===== config.mk =====
export PLATFORM = sky130hd
export DESIGN_NAME = alarm_escalation_controller
export DESIGN_NICKNAME = d
export VERILOG_FILES = /design/src/design/aec_pkg.sv /design/src/design/aec_front.sv /design/src/design/aec_queue.sv /design/src/design/aec_back.sv /design/src/design/alarm_escalation_controller.sv
export SDC_FILE = /design/constraint.sdc
export NUM_CORES = 1
export LEC_CHECK = 0
export BUFFER_PORTS_ARGS = -buffer_cell sky130_fd_sc_hd__buf_2
export CAP_MARGIN = 0
export CORE_ASPECT_RATIO = 0.7
export CORE_MARGIN = 2
export CORE_UTILIZATION = 45
export CTS_BUF_LIST = sky130_fd_sc_hd__clkbuf_8
export CTS_CLUSTER_SIZE = 24
export DETAILED_ROUTE_END_ITERATION = 16
export SKIP_LAST_GASP = 1
export SYNTH_ARGS = -nofsm -noshare
export SYNTH_HDL_FRONTEND = slang
export SYNTH_SLANG_ARGS = --single-unit

===== constraint.sdc =====
create_clock -name clk -period 5.9 [get_ports clk]
set_clock_uncertainty 0.2 [all_clocks]
set_input_delay 0.59 -clock clk [delete_from_list [all_inputs] [get_ports clk]]
set_output_delay 0.59 -clock clk [all_outputs]
set_load 0.02 [all_outputs]

===== src/design/aec_pkg.sv =====
`timescale 1ns / 1ps
`default_nettype none

package aec_pkg;

    // Configuration and timer widths.
    localparam int CFG_W       = 20;
    localparam int HZ_W        = 12;
    localparam int CFG_IDX_W   = 3;
    localparam int TIMER_W     = CFG_W + 1;
    localparam logic [TIMER_W-1:0] TIMER_CAP = TIMER_W'(1 << CFG_W);

    // Tone sweep step period default.
    localparam int TONE_STEP_MS_DEF = 1;

    // Cues per tick and queue sizing.
    localparam int MAX_CUES    = 6;
    localparam int CUE_CNT_W   = 3;
    localparam int QUEUE_DEPTH = 4;
    localparam int QUEUE_PTR_W = $clog2(QUEUE_DEPTH);
    localparam int QUEUE_CNT_W = $clog2(QUEUE_DEPTH + 1);

    // Stream widths.
    localparam int IN_TDATA_W  = 8;
    localparam int OUT_TDATA_W = 24;

    // Register reset values.
    localparam logic [CFG_W-1:0] WARN_TO_SPEAK_RST  = 20'd8000;
    localparam logic [CFG_W-1:0] SPEAK_TO_SIREN_RST = 20'd8000;
    localparam logic [CFG_W-1:0] SIREN_TO_DEFEND_RST = 20'd10000;
    localparam logic [CFG_W-1:0] GUARD_BLINK_RST    = 20'd2000;
    localparam logic [CFG_W-1:0] WARN_BLINK_RST     = 20'd1000;
    localparam logic [CFG_W-1:0] SIREN_TOGGLE_RST   = 20'd3000;
    localparam logic [HZ_W-1:0]  TONE_LOW_RST       = 12'd200;
    localparam logic [HZ_W-1:0]  TONE_HIGH_RST      = 12'd1000;

    // Configuration register indexes.
    typedef enum logic [CFG_IDX_W-1:0] {
        REG_WARN_TO_SPEAK   = 3'd0,
        REG_SPEAK_TO_SIREN  = 3'd1,
        REG_SIREN_TO_DEFEND = 3'd2,
        REG_GUARD_BLINK     = 3'd3,
        REG_WARN_BLINK      = 3'd4,
        REG_SIREN_TOGGLE    = 3'd5,
        REG_TONE_LOW        = 3'd6,
        REG_TONE_HIGH       = 3'd7
    } cfg_reg_t;

    // Alarm levels.
    typedef enum logic [2:0] {
        LVL_DISARMED = 3'd0,
        LVL_DEFEND   = 3'd1,
        LVL_SIREN    = 3'd2,
        LVL_SPEAK    = 3'd3,
        LVL_WARN     = 3'd4,
        LVL_GUARD    = 3'd5
    } level_t;

    // Sound cues.
    typedef enum logic [2:0] {
        CUE_NONE   = 3'd0,
        CUE_SHORT  = 3'd1,
        CUE_DOUBLE = 3'd2,
        CUE_LONG   = 3'd3,
        CUE_LONGER = 3'd4
    } cue_t;

    // End-of-tick output levels shared by every result of a tick.
    typedef struct packed {
        logic [2:0]      level;
        logic            led;
        logic            buzzer;
        logic            siren;
        logic            tone_on;
        logic [HZ_W-1:0] tone_hz;
    } status_t;

    // One classified tick as handed from the front to the back.
    typedef struct packed {
        status_t                       status;
        logic [CUE_CNT_W-1:0]          cue_count;
        logic [MAX_CUES-1:0][2:0]      cues;
    } tick_rec_t;

    // Saturating millisecond timer step, with clear-before-increment.
    function automatic logic [TIMER_W-1:0] timer_next(input logic clr,
                                                      input logic [TIMER_W-1:0] t);
        logic [TIMER_W-1:0] base;
        base = clr ? '0 : t;
        return (base == TIMER_CAP) ? base : base + TIMER_W'(1);
    endfunction

endpackage

`default_nettype wire


===== src/design/aec_front.sv =====
`timescale 1ns / 1ps
`default_nettype none

module aec_front #(
    parameter int TONE_STEP_MS = aec_pkg::TONE_STEP_MS_DEF
) (
    input  wire logic                           clk,
    input  wire logic                           rst_n,
    input  wire logic                           take,
    input  wire logic [4:0]                     switches,
    input  wire logic                           cfg_write,
    input  wire logic [aec_pkg::CFG_IDX_W-1:0]  cfg_index,
    input  wire logic [aec_pkg::CFG_W-1:0]      cfg_data,
    output aec_pkg::tick_rec_t                  rec
);

    localparam int STEP_W = $clog2(TONE_STEP_MS + 1);
    localparam logic [STEP_W-1:0] STEP_CAP = STEP_W'(TONE_STEP_MS);

    // Configuration registers.
    logic [aec_pkg::CFG_W-1:0] warn_to_speak_reg, speak_to_siren_reg, siren_to_defend_reg;
    logic [aec_pkg::CFG_W-1:0] guard_blink_reg, warn_blink_reg, siren_toggle_reg;
    logic [aec_pkg::HZ_W-1:0]  tone_low_reg, tone_high_reg;

    // Controller state.
    aec_pkg::level_t               level_reg, level_next;
    logic                          rb_reg, rb_next;
    logic [aec_pkg::TIMER_W-1:0]   level_t_reg, guard_t_reg, warn_t_reg, siren_t_reg;
    logic [STEP_W-1:0]             tone_t_reg, tone_t_next, tone_base;
    logic                          led_reg, led_next;
    logic                          buzz_reg, buzz_next;
    logic                          siren_reg, siren_next;
    logic                          tone_en_reg, tone_en_next;
    logic [aec_pkg::HZ_W-1:0]      freq_reg, freq_next;
    logic                          guard_clr, warn_clr, siren_clr, tone_clr;

    logic armed, gates, lockdown, panic, rst_btn;
    logic guard_fire, warn_fire, siren_fire, tone_fire;
    logic warn_due, speak_due, defend_due;

    logic [aec_pkg::MAX_CUES-1:0][2:0] cues_v;
    logic [aec_pkg::CUE_CNT_W-1:0]     ncue;

    assign armed    = switches[0];
    assign gates    = switches[1];
    assign lockdown = switches[2];
    assign panic    = switches[3];
    assign rst_btn  = switches[4];

    // Configuration writes.
    always_ff @(posedge clk or negedge rst_n)
    begin
        if (!rst_n)
        begin
            warn_to_speak_reg   <= aec_pkg::WARN_TO_SPEAK_RST;
            speak_to_siren_reg  <= aec_pkg::SPEAK_TO_SIREN_RST;
            siren_to_defend_reg <= aec_pkg::SIREN_TO_DEFEND_RST;
            guard_blink_reg     <= aec_pkg::GUARD_BLINK_RST;
            warn_blink_reg      <= aec_pkg::WARN_BLINK_RST;
            siren_toggle_reg    <= aec_pkg::SIREN_TOGGLE_RST;
            tone_low_reg        <= aec_pkg::TONE_LOW_RST;
            tone_high_reg       <= aec_pkg::TONE_HIGH_RST;
        end
        else if (cfg_write)
        begin
            unique case (cfg_index)
                aec_pkg::REG_WARN_TO_SPEAK:   warn_to_speak_reg   <= cfg_data;
                aec_pkg::REG_SPEAK_TO_SIREN:  speak_to_siren_reg  <= cfg_data;
                aec_pkg::REG_SIREN_TO_DEFEND: siren_to_defend_reg <= cfg_data;
                aec_pkg::REG_GUARD_BLINK:     guard_blink_reg     <= cfg_data;
                aec_pkg::REG_WARN_BLINK:      warn_blink_reg      <= cfg_data;
                aec_pkg::REG_SIREN_TOGGLE:    siren_toggle_reg    <= cfg_data;
                aec_pkg::REG_TONE_LOW:        tone_low_reg        <= cfg_data[aec_pkg::HZ_W-1:0];
                aec_pkg::REG_TONE_HIGH:       tone_high_reg       <= cfg_data[aec_pkg::HZ_W-1:0];
                default: ;
            endcase
        end
    end

    // Timer expiry compares.
    assign guard_fire = guard_t_reg >= {1'b0, guard_blink_reg};
    assign warn_fire  = warn_t_reg  >= {1'b0, warn_blink_reg};
    assign siren_fire = siren_t_reg >= {1'b0, siren_toggle_reg};
    assign tone_fire  = tone_t_reg  >= STEP_CAP;
    assign warn_due   = level_t_reg >= {1'b0, warn_to_speak_reg};
    assign speak_due  = level_t_reg >= {1'b0, speak_to_siren_reg};
    assign defend_due = level_t_reg >= {1'b0, siren_to_defend_reg};

    // Next level, retrigger latch and the ordered cue list.
    always_comb
    begin
        level_next = level_reg;
        rb_next    = rb_reg;
        cues_v     = '0;
        ncue       = '0;
        unique case (level_reg)
            aec_pkg::LVL_DISARMED:
            begin
                if (armed)
                begin
                    level_next = aec_pkg::LVL_GUARD;
                    cues_v[ncue] = aec_pkg::CUE_DOUBLE; ncue = ncue + 3'd1;
                end
            end
            aec_pkg::LVL_GUARD:
            begin
                if (armed)
                begin
                    if (gates)
                    begin
                        if (!rb_reg)
                        begin
                            if (lockdown)
                            begin
                                level_next = aec_pkg::LVL_SIREN;
                                cues_v[ncue] = aec_pkg::CUE_DOUBLE; ncue = ncue + 3'd1;
                                cues_v[ncue] = aec_pkg::CUE_LONG;   ncue = ncue + 3'd1;
                            end
                            else
                            begin
                                level_next = aec_pkg::LVL_WARN;
                                cues_v[ncue] = aec_pkg::CUE_DOUBLE; ncue = ncue + 3'd1;
                            end
                        end
                    end
                    else
                    begin
                        rb_next = 1'b0;
                    end
                end
                else
                begin
                    level_next = aec_pkg::LVL_DISARMED;
                    cues_v[ncue] = aec_pkg::CUE_SHORT; ncue = ncue + 3'd1;
                end
                if (panic)
                begin
                    level_next = aec_pkg::LVL_SIREN;
                    cues_v[ncue] = aec_pkg::CUE_DOUBLE; ncue = ncue + 3'd1;
                    cues_v[ncue] = aec_pkg::CUE_LONG;   ncue = ncue + 3'd1;
                end
            end
            aec_pkg::LVL_WARN, aec_pkg::LVL_SPEAK:
            begin
                // The warn beep is reported ahead of any transition cue.
                if (level_reg == aec_pkg::LVL_WARN && warn_fire)
                begin
                    cues_v[ncue] = aec_pkg::CUE_SHORT; ncue = ncue + 3'd1;
                end
                if (armed)
                begin
                    if (gates)
                    begin
                        if (level_reg == aec_pkg::LVL_WARN && warn_due)
                        begin
                            level_next = aec_pkg::LVL_SPEAK;
                            cues_v[ncue] = aec_pkg::CUE_DOUBLE; ncue = ncue + 3'd1;
                        end
                        else if (level_reg == aec_pkg::LVL_SPEAK && speak_due)
                        begin
                            level_next = aec_pkg::LVL_SIREN;
                            cues_v[ncue] = aec_pkg::CUE_DOUBLE; ncue = ncue + 3'd1;
                            cues_v[ncue] = aec_pkg::CUE_LONG;   ncue = ncue + 3'd1;
                        end
                    end
                    else
                    begin
                        level_next = aec_pkg::LVL_GUARD;
                        cues_v[ncue] = aec_pkg::CUE_SHORT; ncue = ncue + 3'd1;
                    end
                end
                else
                begin
                    level_next = aec_pkg::LVL_DISARMED;
                    cues_v[ncue] = aec_pkg::CUE_SHORT; ncue = ncue + 3'd1;
                end
                if (panic)
                begin
                    level_next = aec_pkg::LVL_SIREN;
                    cues_v[ncue] = aec_pkg::CUE_DOUBLE; ncue = ncue + 3'd1;
                    cues_v[ncue] = aec_pkg::CUE_LONG;   ncue = ncue + 3'd1;
                end
                if (rst_btn)
                begin
                    rb_next    = 1'b1;
                    level_next = aec_pkg::LVL_GUARD;
                    cues_v[ncue] = aec_pkg::CUE_SHORT; ncue = ncue + 3'd1;
                end
            end
            aec_pkg::LVL_SIREN:
            begin
                if (armed)
                begin
                    if (defend_due)
                    begin
                        level_next = aec_pkg::LVL_DEFEND;
                        cues_v[ncue] = aec_pkg::CUE_DOUBLE; ncue = ncue + 3'd1;
                        cues_v[ncue] = aec_pkg::CUE_LONGER; ncue = ncue + 3'd1;
                    end
                end
                else
                begin
                    level_next = aec_pkg::LVL_DISARMED;
                    cues_v[ncue] = aec_pkg::CUE_SHORT; ncue = ncue + 3'd1;
                end
                if (rst_btn)
                begin
                    rb_next    = 1'b1;
                    level_next = aec_pkg::LVL_GUARD;
                    cues_v[ncue] = aec_pkg::CUE_SHORT; ncue = ncue + 3'd1;
                end
            end
            aec_pkg::LVL_DEFEND:
            begin
                if (!armed)
                begin
                    level_next = aec_pkg::LVL_DISARMED;
                    cues_v[ncue] = aec_pkg::CUE_SHORT; ncue = ncue + 3'd1;
                end
                if (rst_btn)
                begin
                    rb_next    = 1'b1;
                    level_next = aec_pkg::LVL_GUARD;
                    cues_v[ncue] = aec_pkg::CUE_SHORT; ncue = ncue + 3'd1;
                end
            end
            default: ;
        endcase
    end

    // Blink, tone sweep and siren actions, then the clear on a level change.
    always_comb
    begin
        led_next     = led_reg;
        buzz_next    = buzz_reg;
        siren_next   = siren_reg;
        tone_en_next = tone_en_reg;
        freq_next    = freq_reg;
        guard_clr    = 1'b0;
        warn_clr     = 1'b0;
        siren_clr    = 1'b0;
        tone_clr     = 1'b0;
        unique case (level_reg)
            aec_pkg::LVL_GUARD:
            begin
                if (guard_fire)
                begin
                    led_next  = !led_reg;
                    guard_clr = 1'b1;
                end
            end
            aec_pkg::LVL_WARN:
            begin
                if (warn_fire)
                begin
                    led_next  = 1'b0;
                    buzz_next = 1'b0;
                    warn_clr  = 1'b1;
                end
            end
            aec_pkg::LVL_SPEAK, aec_pkg::LVL_SIREN, aec_pkg::LVL_DEFEND:
            begin
                if (tone_fire)
                begin
                    freq_next    = (freq_reg >= tone_high_reg) ? tone_low_reg
                                                               : freq_reg + 12'd1;
                    tone_en_next = 1'b1;
                    tone_clr     = 1'b1;
                end
                if (level_reg != aec_pkg::LVL_SPEAK && siren_fire)
                begin
                    siren_next = !siren_reg;
                    buzz_next  = !buzz_reg;
                    siren_clr  = 1'b1;
                end
            end
            default: ;
        endcase
        if (level_next != level_reg)
        begin
            led_next     = 1'b0;
            buzz_next    = 1'b0;
            siren_next   = 1'b0;
            tone_en_next = 1'b0;
            freq_next    = tone_low_reg;
        end
    end

    // Tone step timer saturates at its own period.
    always_comb
    begin
        tone_base   = tone_clr ? '0 : tone_t_reg;
        tone_t_next = (tone_base >= STEP_CAP) ? STEP_CAP : tone_base + STEP_W'(1);
    end

    // State update on each accepted tick.
    always_ff @(posedge clk or negedge rst_n)
    begin
        if (!rst_n)
        begin
            level_reg   <= aec_pkg::LVL_DISARMED;
            rb_reg      <= 1'b0;
            level_t_reg <= '0;
            guard_t_reg <= '0;
            warn_t_reg  <= '0;
            siren_t_reg <= '0;
            tone_t_reg  <= '0;
            led_reg     <= 1'b0;
            buzz_reg    <= 1'b0;
            siren_reg   <= 1'b0;
            tone_en_reg <= 1'b0;
            freq_reg    <= aec_pkg::TONE_LOW_RST;
        end
        else if (take)
        begin
            level_reg   <= level_next;
            rb_reg      <= rb_next;
            level_t_reg <= aec_pkg::timer_next(level_next != level_reg, level_t_reg);
            guard_t_reg <= aec_pkg::timer_next(guard_clr, guard_t_reg);
            warn_t_reg  <= aec_pkg::timer_next(warn_clr, warn_t_reg);
            siren_t_reg <= aec_pkg::timer_next(siren_clr, siren_t_reg);
            tone_t_reg  <= tone_t_next;
            led_reg     <= led_next;
            buzz_reg    <= buzz_next;
            siren_reg   <= siren_next;
            tone_en_reg <= tone_en_next;
            freq_reg    <= freq_next;
        end
    end

    // Record of the tick for the result side.
    always_comb
    begin
        rec.status.level   = level_next;
        rec.status.led     = led_next;
        rec.status.buzzer  = buzz_next;
        rec.status.siren   = siren_next;
        rec.status.tone_on = tone_en_next;
        rec.status.tone_hz = freq_next;
        rec.cue_count      = ncue;
        rec.cues           = cues_v;
    end

endmodule

`default_nettype wire


===== src/design/aec_queue.sv =====
`timescale 1ns / 1ps
`default_nettype none

module aec_queue (
    input  wire logic               clk,
    input  wire logic               rst_n,
    input  wire logic               push,
    input  wire aec_pkg::tick_rec_t wr_rec,
    input  wire logic               pop,
    output aec_pkg::tick_rec_t      rd_rec,
    output logic                    full,
    output logic                    empty
);

    aec_pkg::tick_rec_t                 mem [aec_pkg::QUEUE_DEPTH];
    logic [aec_pkg::QUEUE_PTR_W-1:0]    wr_ptr_reg, rd_ptr_reg;
    logic [aec_pkg::QUEUE_CNT_W-1:0]    count_reg;

    assign full   = count_reg == aec_pkg::QUEUE_CNT_W'(aec_pkg::QUEUE_DEPTH);
    assign empty  = count_reg == '0;
    assign rd_rec = mem[rd_ptr_reg];

    // Entry storage.
    always_ff @(posedge clk)
    begin
        if (push)
        begin
            mem[wr_ptr_reg] <= wr_rec;
        end
    end

    // Pointers and fill count.
    always_ff @(posedge clk or negedge rst_n)
    begin
        if (!rst_n)
        begin
            wr_ptr_reg <= '0;
            rd_ptr_reg <= '0;
            count_reg  <= '0;
        end
        else
        begin
            if (push)
            begin
                wr_ptr_reg <= wr_ptr_reg + aec_pkg::QUEUE_PTR_W'(1);
            end
            if (pop)
            begin
                rd_ptr_reg <= rd_ptr_reg + aec_pkg::QUEUE_PTR_W'(1);
            end
            if (push && !pop)
            begin
                count_reg <= count_reg + aec_pkg::QUEUE_CNT_W'(1);
            end
            else if (pop && !push)
            begin
                count_reg <= count_reg - aec_pkg::QUEUE_CNT_W'(1);
            end
        end
    end

endmodule

`default_nettype wire


===== src/design/aec_back.sv =====
`timescale 1ns / 1ps
`default_nettype none

module aec_back (
    input  wire logic                              clk,
    input  wire logic                              rst_n,
    input  wire logic                              q_empty,
    input  wire aec_pkg::tick_rec_t                head,
    output logic                                   pop,
    output logic                                   m_valid,
    input  wire logic                              m_ready,
    output logic [aec_pkg::OUT_TDATA_W-1:0]        m_data,
    output logic                                   m_last
);

    logic [aec_pkg::CUE_CNT_W-1:0]   k_reg;
    logic                            valid_reg;
    logic [aec_pkg::OUT_TDATA_W-1:0] data_reg;
    logic                            last_reg;
    logic                            out_free, load, is_last;
    logic [2:0]                      cue_val;

    // Output register is free when empty or being taken.
    assign out_free = !valid_reg || m_ready;
    assign load     = !q_empty && out_free;
    assign is_last  = (head.cue_count == '0) ||
                      (k_reg == head.cue_count - aec_pkg::CUE_CNT_W'(1));
    assign cue_val  = (head.cue_count == '0) ? aec_pkg::CUE_NONE : head.cues[k_reg];
    assign pop      = load && is_last;

    assign m_valid = valid_reg;
    assign m_data  = data_reg;
    assign m_last  = last_reg;

    // Cue index within the head record.
    always_ff @(posedge clk or negedge rst_n)
    begin
        if (!rst_n)
        begin
            k_reg     <= '0;
            valid_reg <= 1'b0;
        end
        else
        begin
            if (load)
            begin
                k_reg <= is_last ? '0 : k_reg + aec_pkg::CUE_CNT_W'(1);
            end
            if (out_free)
            begin
                valid_reg <= !q_empty;
            end
        end
    end

    // Result payload, level fields in the low bits.
    always_ff @(posedge clk)
    begin
        if (load)
        begin
            data_reg <= {2'b00, cue_val, head.status.tone_hz, head.status.tone_on,
                         head.status.siren, head.status.buzzer, head.status.led,
                         head.status.level};
            last_reg <= is_last;
        end
    end

endmodule

`default_nettype wire


===== src/design/alarm_escalation_controller.sv =====
`timescale 1ns / 1ps
`default_nettype none

// Alarm escalation controller.
// Each request on the s_axis channel is one millisecond tick carrying the
// switch levels. The block updates its alarm level, blink, siren and tone
// timers on that tick and returns one to five requests on m_axis: one per
// sound cue in order, or a single request with no cue on a quiet tick. All
// requests of a tick carry the same end-of-tick levels; tlast marks the final.
// The first result of a tick passes through the queue and then the result
// register. Throughput: a tick is taken in every cycle while the four-entry
// queue between the tick logic and the result stage has room; the result
// stage drains one request per cycle while m_axis is ready, so a tick with
// n cues occupies it for max(n, 1) requests. The cfg channel is always
// ready and writes register cfg_index with cfg_data. Reset clears all
// timers, sets level disarmed, empties the queue and loads the register
// defaults. When m_axis stalls, the held result stays stable, the queue
// fills and then s_axis_tready drops.
module alarm_escalation_controller #(
    parameter int TONE_STEP_MS = aec_pkg::TONE_STEP_MS_DEF
) (
    input  wire logic                               clk,
    input  wire logic                               rst_n,
    // armed_switch, gates_open, lockdown_switch, panic_button, reset_button
    input  wire logic [aec_pkg::IN_TDATA_W-1:0]     s_axis_tdata,
    input  wire logic                               s_axis_tvalid,
    output logic                                    s_axis_tready,
    // alarm_level, led_on, buzzer_on, siren_on, tone_on, tone_hz, sound_cue
    output logic [aec_pkg::OUT_TDATA_W-1:0]         m_axis_tdata,
    output logic                                    m_axis_tvalid,
    input  wire logic                               m_axis_tready,
    output logic                                    m_axis_tlast,
    input  wire logic                               cfg_valid,
    output logic                                    cfg_ready,
    input  wire logic [aec_pkg::CFG_IDX_W-1:0]      cfg_index,
    input  wire logic [aec_pkg::CFG_W-1:0]          cfg_data
);

    aec_pkg::tick_rec_t wr_rec, rd_rec;
    logic               q_full, q_empty, take, pop;

    assign s_axis_tready = !q_full;
    assign take          = s_axis_tvalid && s_axis_tready;
    assign cfg_ready     = 1'b1;

    // Tick classification and controller state.
    aec_front #(
        .TONE_STEP_MS(TONE_STEP_MS)
    ) u_front (
        .clk       (clk),
        .rst_n     (rst_n),
        .take      (take),
        .switches  (s_axis_tdata[4:0]),
        .cfg_write (cfg_valid && cfg_ready),
        .cfg_index (cfg_index),
        .cfg_data  (cfg_data),
        .rec       (wr_rec)
    );

    // Decoupling queue.
    aec_queue u_queue (
        .clk    (clk),
        .rst_n  (rst_n),
        .push   (take),
        .wr_rec (wr_rec),
        .pop    (pop),
        .rd_rec (rd_rec),
        .full   (q_full),
        .empty  (q_empty)
    );

    // Result serializer.
    aec_back u_back (
        .clk     (clk),
        .rst_n   (rst_n),
        .q_empty (q_empty),
        .head    (rd_rec),
        .pop     (pop),
        .m_valid (m_axis_tvalid),
        .m_ready (m_axis_tready),
        .m_data  (m_axis_tdata),
        .m_last  (m_axis_tlast)
    );

endmodule

`default_nettype wire


* After elaboration in Yosys (flattened, before gate mapping)
Memory sizes are Yosys's and may differ from the RTL's.
Cells that the tools add are included.
** Operators by class
- Reduce and logical (&&, ||, !) cells :: 46
- Add/subtract/negate cells :: 21
- Magnitude comparators :: 28
- Eq/ne operators :: 23
- Muxes and demuxes :: 134
- Bitwise logic cells :: 30
** Operator list (count)
- $mux W18 :: 11
- $mux W21 :: 8
- $mux W3 :: 56
- $ge A21 B20 Y1 :: 6
- $add A21 B1 Y21 const B :: 4
- $eq A21 B21 Y1 const B :: 4
- $not A12 Y12 :: 7
- $demux W3 S3 :: 9
- $pmux W15 S4 :: 1
- $mux W12 :: 4
- $pmux W3 S5 :: 3
- $lt A3 B4 Y1 const B :: 10
- $and A2 B12 Y12 :: 3
- $or A12 B12 Y12 :: 3
- $add A3 B1 Y3 const B :: 11
- $mux W1 :: 30
- $ge A3 B1 Y1 const B :: 9
- $and A12 B12 Y12 :: 2
- $and A4 B12 Y12 :: 2
- $eq A3 B3 Y1 const B :: 7
- $and A6 B6 Y6 :: 3
- $logic_and A1 B1 Y1 :: 18
- $mux W6 :: 3
- $not A6 Y6 :: 3
- 28 further kinds :: 65
** Word-level totals
- Register bits :: 283
- RAM bits :: 160
- Memories :: 1
** Memory list
- u_queue.mem :: depth 4, bits a word 40, rd ports 1, clocked after Yosys merged registers in 0, wr ports 1, RTL line aec_queue.sv:15 : aec_pkg::tick_rec_t mem [aec_pkg::QUEUE_DEPTH];

* Longest topological paths before layout
- Depth in word-level cells :: 23
- Depth in mapped cells :: 22
- Depth with buffers taken out :: 21

* By module
A second synthesis with hierarchy kept.
** Unflattened totals
- Cell total of the unflattened synthesis :: 2160
- Area, all modules :: 24005.5 µm²
** Modules (own cells, without submodules)
- aec_front :: area each 16565.9 µm², times used 1, sequential area each 6291.0 µm², cells each 1835
- aec_queue :: area each 6218.5 µm², times used 1, sequential area each 4979.8 µm², cells each 244
- aec_back :: area each 1199.9 µm², times used 1, sequential area each 790.8 µm², cells each 77
- alarm_escalation_controller :: area each 21.3 µm², times used 1, sequential area each 0.0 µm², cells each 4

* Worst setup path before layout
Ideal clock, no wire load.
- Kind :: flip-flop to flip-flop
- From :: register u_front.siren_to_defend_reg[4] in the netlist's numbering
- To :: register u_front.level_t_reg[18] in the netlist's numbering
- Path slack :: 1.617 ns
- Data required time :: 5.579 ns
- Clock period less this slack :: 4.283 ns
- Setup time :: 0.121 ns
- Buffers on the path :: 3
- Arrival time :: 3.962 ns
- Stages on the path, launching flop included :: 22
- Cell sequence :: dfstp_2 > inv_1 > ha_1 > or3_1 > a211oi_1 > o32a_1 > a21oi_1 > o21ai_2 > inv_2 > nor4_2 > o211a_1 > buf_6 > buf_6 > buf_4 > and2_1 > ha_1 > nand3_1 > or2_2 > nor2_1 > nand2_1 > a21o_1 > a22o_1
** On the way
- Cells in the longest elaborated chain, start to end :: 9
** RTL lines
- from (decl) :: RTL line aec_front.sv:21 : logic [aec_pkg::CFG_W-1:0] warn_to_speak_reg, speak_to_siren_reg, siren_to_defend_reg;
- from (signal assigned) :: RTL line aec_front.sv:57 : siren_to_defend_reg <= aec_pkg::SIREN_TO_DEFEND_RST;
- from (signal assigned) :: RTL line aec_front.sv:69 : aec_pkg::REG_SIREN_TO_DEFEND: siren_to_defend_reg <= cfg_data;
- $ge A21 B20 Y1 * :: RTL line aec_front.sv:87 : assign defend_due = level_t_reg >= {1'b0, siren_to_defend_reg};
- $mux W3 * :: RTL line aec_front.sv:194 : if (defend_due)
- $mux W3 * :: RTL line aec_front.sv:192 : if (armed)
- $mux W3 * :: RTL line aec_front.sv:206 : if (rst_btn)
- $pmux W3 S5 * :: RTL line aec_front.sv:96 : unique case (level_reg)
- $ne A3 B3 Y1 * :: RTL line aec_front.sv:318 : level_t_reg <= aec_pkg::timer_next(level_next != level_reg, level_t_reg);
- $mux W21 * :: RTL line aec_pkg.sv:89 : base = clr ? '0 : t;
- $add A21 B1 Y21 / $eq A21 B21 Y1 (equally long branches) :: RTL line aec_pkg.sv:90 : return (base == TIMER_CAP) ? base : base + TIMER_W'(1);
- $mux W21 * :: RTL line aec_pkg.sv:90
- to (signal assigned) :: RTL line aec_front.sv:318
- to (decl) :: RTL line aec_front.sv:28 : logic [aec_pkg::TIMER_W-1:0] level_t_reg, guard_t_reg, warn_t_reg, siren_t_reg;
Mark *: on every way between the ends. The rest lies on a longest branch, timed or not.
A chain may end at the register's enable or synchronous reset.

==> impl_metrics.toml <==
[placement]
hpwl_mm = 39.2
io_buffers = 57
placed_area_um2 = 23700
gp_congestion = 0.869
dp_cells = 2754

[critical_path]
critPathBufInv = 3
critPathTopFamily = "compound AO/OA/AOI/OAI gates"
slowest_delay_ps = 700
cp_cell_sequence = "ha_1 > nand2_1 > o21a_1 > o311ai_1 > o41ai_2 > a21oi_1 > buf_4 > inv_1 > o21ai_0 > a21boi_0 > inv_1 > ha_1 > nand2_1 > a21oi_1 > o41ai_1"
crit_start = "u_front.level_t_reg[2]$_DFFE_PN0P_"
cp-end-kind = "flop"
rrSetupSlack_ps = 980
cp_max_fo = 9
required_ps = 6030
path_class = "reg -> reg"
cp_slowest_cell = "o41ai_1"
start_kind = "flop"
crit_arrival_ps = 5050
r2r_start = "u_front.level_t_reg[2]$_DFFE_PN0P_"

[timing]
rsz0062_at_grt = "no"
whs_ps = 68.4
worstMarginPinSlew_ps = 1180
tns_ps = 0
setup_viol = 0
finalCriticalPeriod_ps = 4920
maxSlewViolCount = 0
finalCritPeriodShare = 0.834
max_freq_mhz = 203
slew_headroom = 0.210
hold_viol = 0

[cts]
clk_latency_ps = 660
clk_pin_slew_ps = 60
cts_root_buf = "clkbuf_8"
cts_buffer_depth = 3
cts_setup_buffers = 0
cts_resized = 0
numCtsBuffers = 70
htree_levels = 3
cts_tree = "yes"
clock-sinks = 423

[logic_synthesis]
synth-simple-area-share = 0.132
yosysTopAreaCell = "dfrtp_1"
synthMuxAreaShare = 0.0811
async_flop_share = 0.615
seq_area_frac_synth = 0.503
syn_area_per_cell_um2 = 10.9
ys_ff_latch = 423
synth_edf_count = 163
synth_xor_area_frac = 0.0129
yosysWarnings = 0
ys.flop_type = "dfrtp_1"
synthDistinctLibCells = 90
syn_inst = 2094
synth_top_family_by_area = "compound AO/OA/AOI/OAI gates"
synth_fa_ha_area_frac = 0.0891
synth_compound_area_frac = 0.135
synth_top_area_share = 0.233
synth_area_leaders = "dfrtp_1 23%, edfxtp_1 22%, ha_1 8.7%"
synth.cell_area_um2 = 22800

[global_route]
antenna_found_initial = 3
grt_max_degree = 176
grt_pass1_wl_mm = 91.6
gr-total-overflow = 0
grt_use_total = 0.226
grt_pass1_vias = 16000

[final_layout]
area_delta_synth_final_pct = 10.3
fin_area_um2 = 25100
finalNonFillerCells = 2885
mostFrequentLayoutCells = "227 x nand2_1, 211 x dfrtp_1, 195 x inv_1"
largest_reg_flops = 140
layout_commonest_cell = "nand2_1"
final_util = 0.506
fillers = 4468
final_nets = 2360
top_register = "u_queue.mem"
drive_above_1_share = 0.175
num_antenna_cells = 0

[power]
power_density_nw_per_um2 = 436
peakVddDrop_v = 0.000256
leakage_nw = 10.9

[drt]
postRouteWirelength_mm = 57.8
drt_pre_antenna_iters = 6
wl_per_cell_um = 20.0
drc = 0
vias = 16600
via_per_inst = 5.76
ant_nets = 0
drtIter0Drc = 1595

[min_path]
hold_path.class = "in -> reg"
min_from = "cfg_data[13]"

[job]
cap_viol_max_count = 0

[floorplan]
design.core.area_um2 = 49600
dieArea_um2 = 52400
chipWidth_um = 273
start_util = 0.459
die_y_um = 192
rows = 68
ioPinCount = 64

[run_status]
run_status = "finished clean"
-- report_power, final --
group          internal [mW]  switching, mW
Clock                   1.28           1.23
Sequential              4.09          0.483
Combinational           1.50           2.38
-- worst register-to-register path, cell delays in order (launching register included) --
cell and delay, ps:
dfrtp_1 510, ha_1 380, nand2_1 60, o21a_1 170, o311ai_1 440, o41ai_2 250
a21oi_1 190, buf_4 180, inv_1 80, o21ai_0 370, a21boi_0 480, inv_1 90
ha_1 220, nand2_1 190, a21oi_1 90, o41ai_1 700
-- layout make-up --
type | instances | area [µm²] | area share
timing repair buffer | 85 | 523 | 0.0208
inverter | 173 | 649 | 0.0259
tap | 665 | 832 | 0.0331
sequential | 423 | 11500 | 0.457
clock buffer | 82 | 1130 | 0.0450
clock inverter | 47 | 219 | 0.00872
multi-input combinational | 1410 | 10300 | 0.410
-- kinds of logic (layout without fill, tap and decap cells) --
kind of cell               count (synthesis)  count (layout)
other                                      2               3
xor gates and xnor gates                  32              32
DFF                                      423             423
muxes                                    128             128
buffers and inverters                    262             387
and+or+nand+nor                          618             618
AOI/OAI and AO/OA                        468             468
adders and majority gates                161             161
-- layer usage --
layer  up-vias  wire length [µm]  track usage
met2       542             24700        0.334
met5         -                 0            0
met4         0              1240       0.0583
met3        98              3910       0.0461
li1       7778                 -            -
met1      8192             27900        0.336
-- through the flow --
stage	setup slack, ps	power, mW
6_report	982	11.0
5_1_grt	687	11.7
4_1_cts	1100	11.0
3_5_place_dp	1090	8.50
3_3_place_gp	1170	8.32
2_1_floorplan	1620	7.38
-- Yosys cell counts, types with 24 or more instances --
master	instances
ha_1	159
clkbuf_1	60
nand3_1	53
o21ai_0	158
and3_1	43
mux2_2	77
inv_1	169
nor4_1	24
mux4_2	37
nor2_1	104
edfxtp_1	163
a21oi_1	92
nand2_1	228
a21o_1	41
dfrtp_1	212
nor3_1	35
nand4_1	43
dfstp_2	48
-- worst paths after layout --
kind                                                                    end  depth (start not counted)
worst min-delay path            u_front.siren_to_defend_reg[13]$_DFFE_PN1P_                          3
worst max-delay path                            u_queue.mem[0][1]$_DFFE_PP_                         15
worst min register to register                   u_back.m_valid$_DFFE_PN0N_                          2
min in group asynchronous               u_front.guard_t_reg[19]$_DFFE_PN0P_                          2
max in group asynchronous          u_front.warn_to_speak_reg[4]$_DFFE_PN0P_                          3
worst max register to register                  u_queue.mem[0][1]$_DFFE_PP_                         15
-- repair_timing --
item / 4_1_cts / 5_1_grt
endpoints found under the hold margin: 67 / 0
endpoints found under the setup margin: 0 / 0
hold buffers: 2 / 0
No activity file was read; power rests on OpenSTA's default activity.
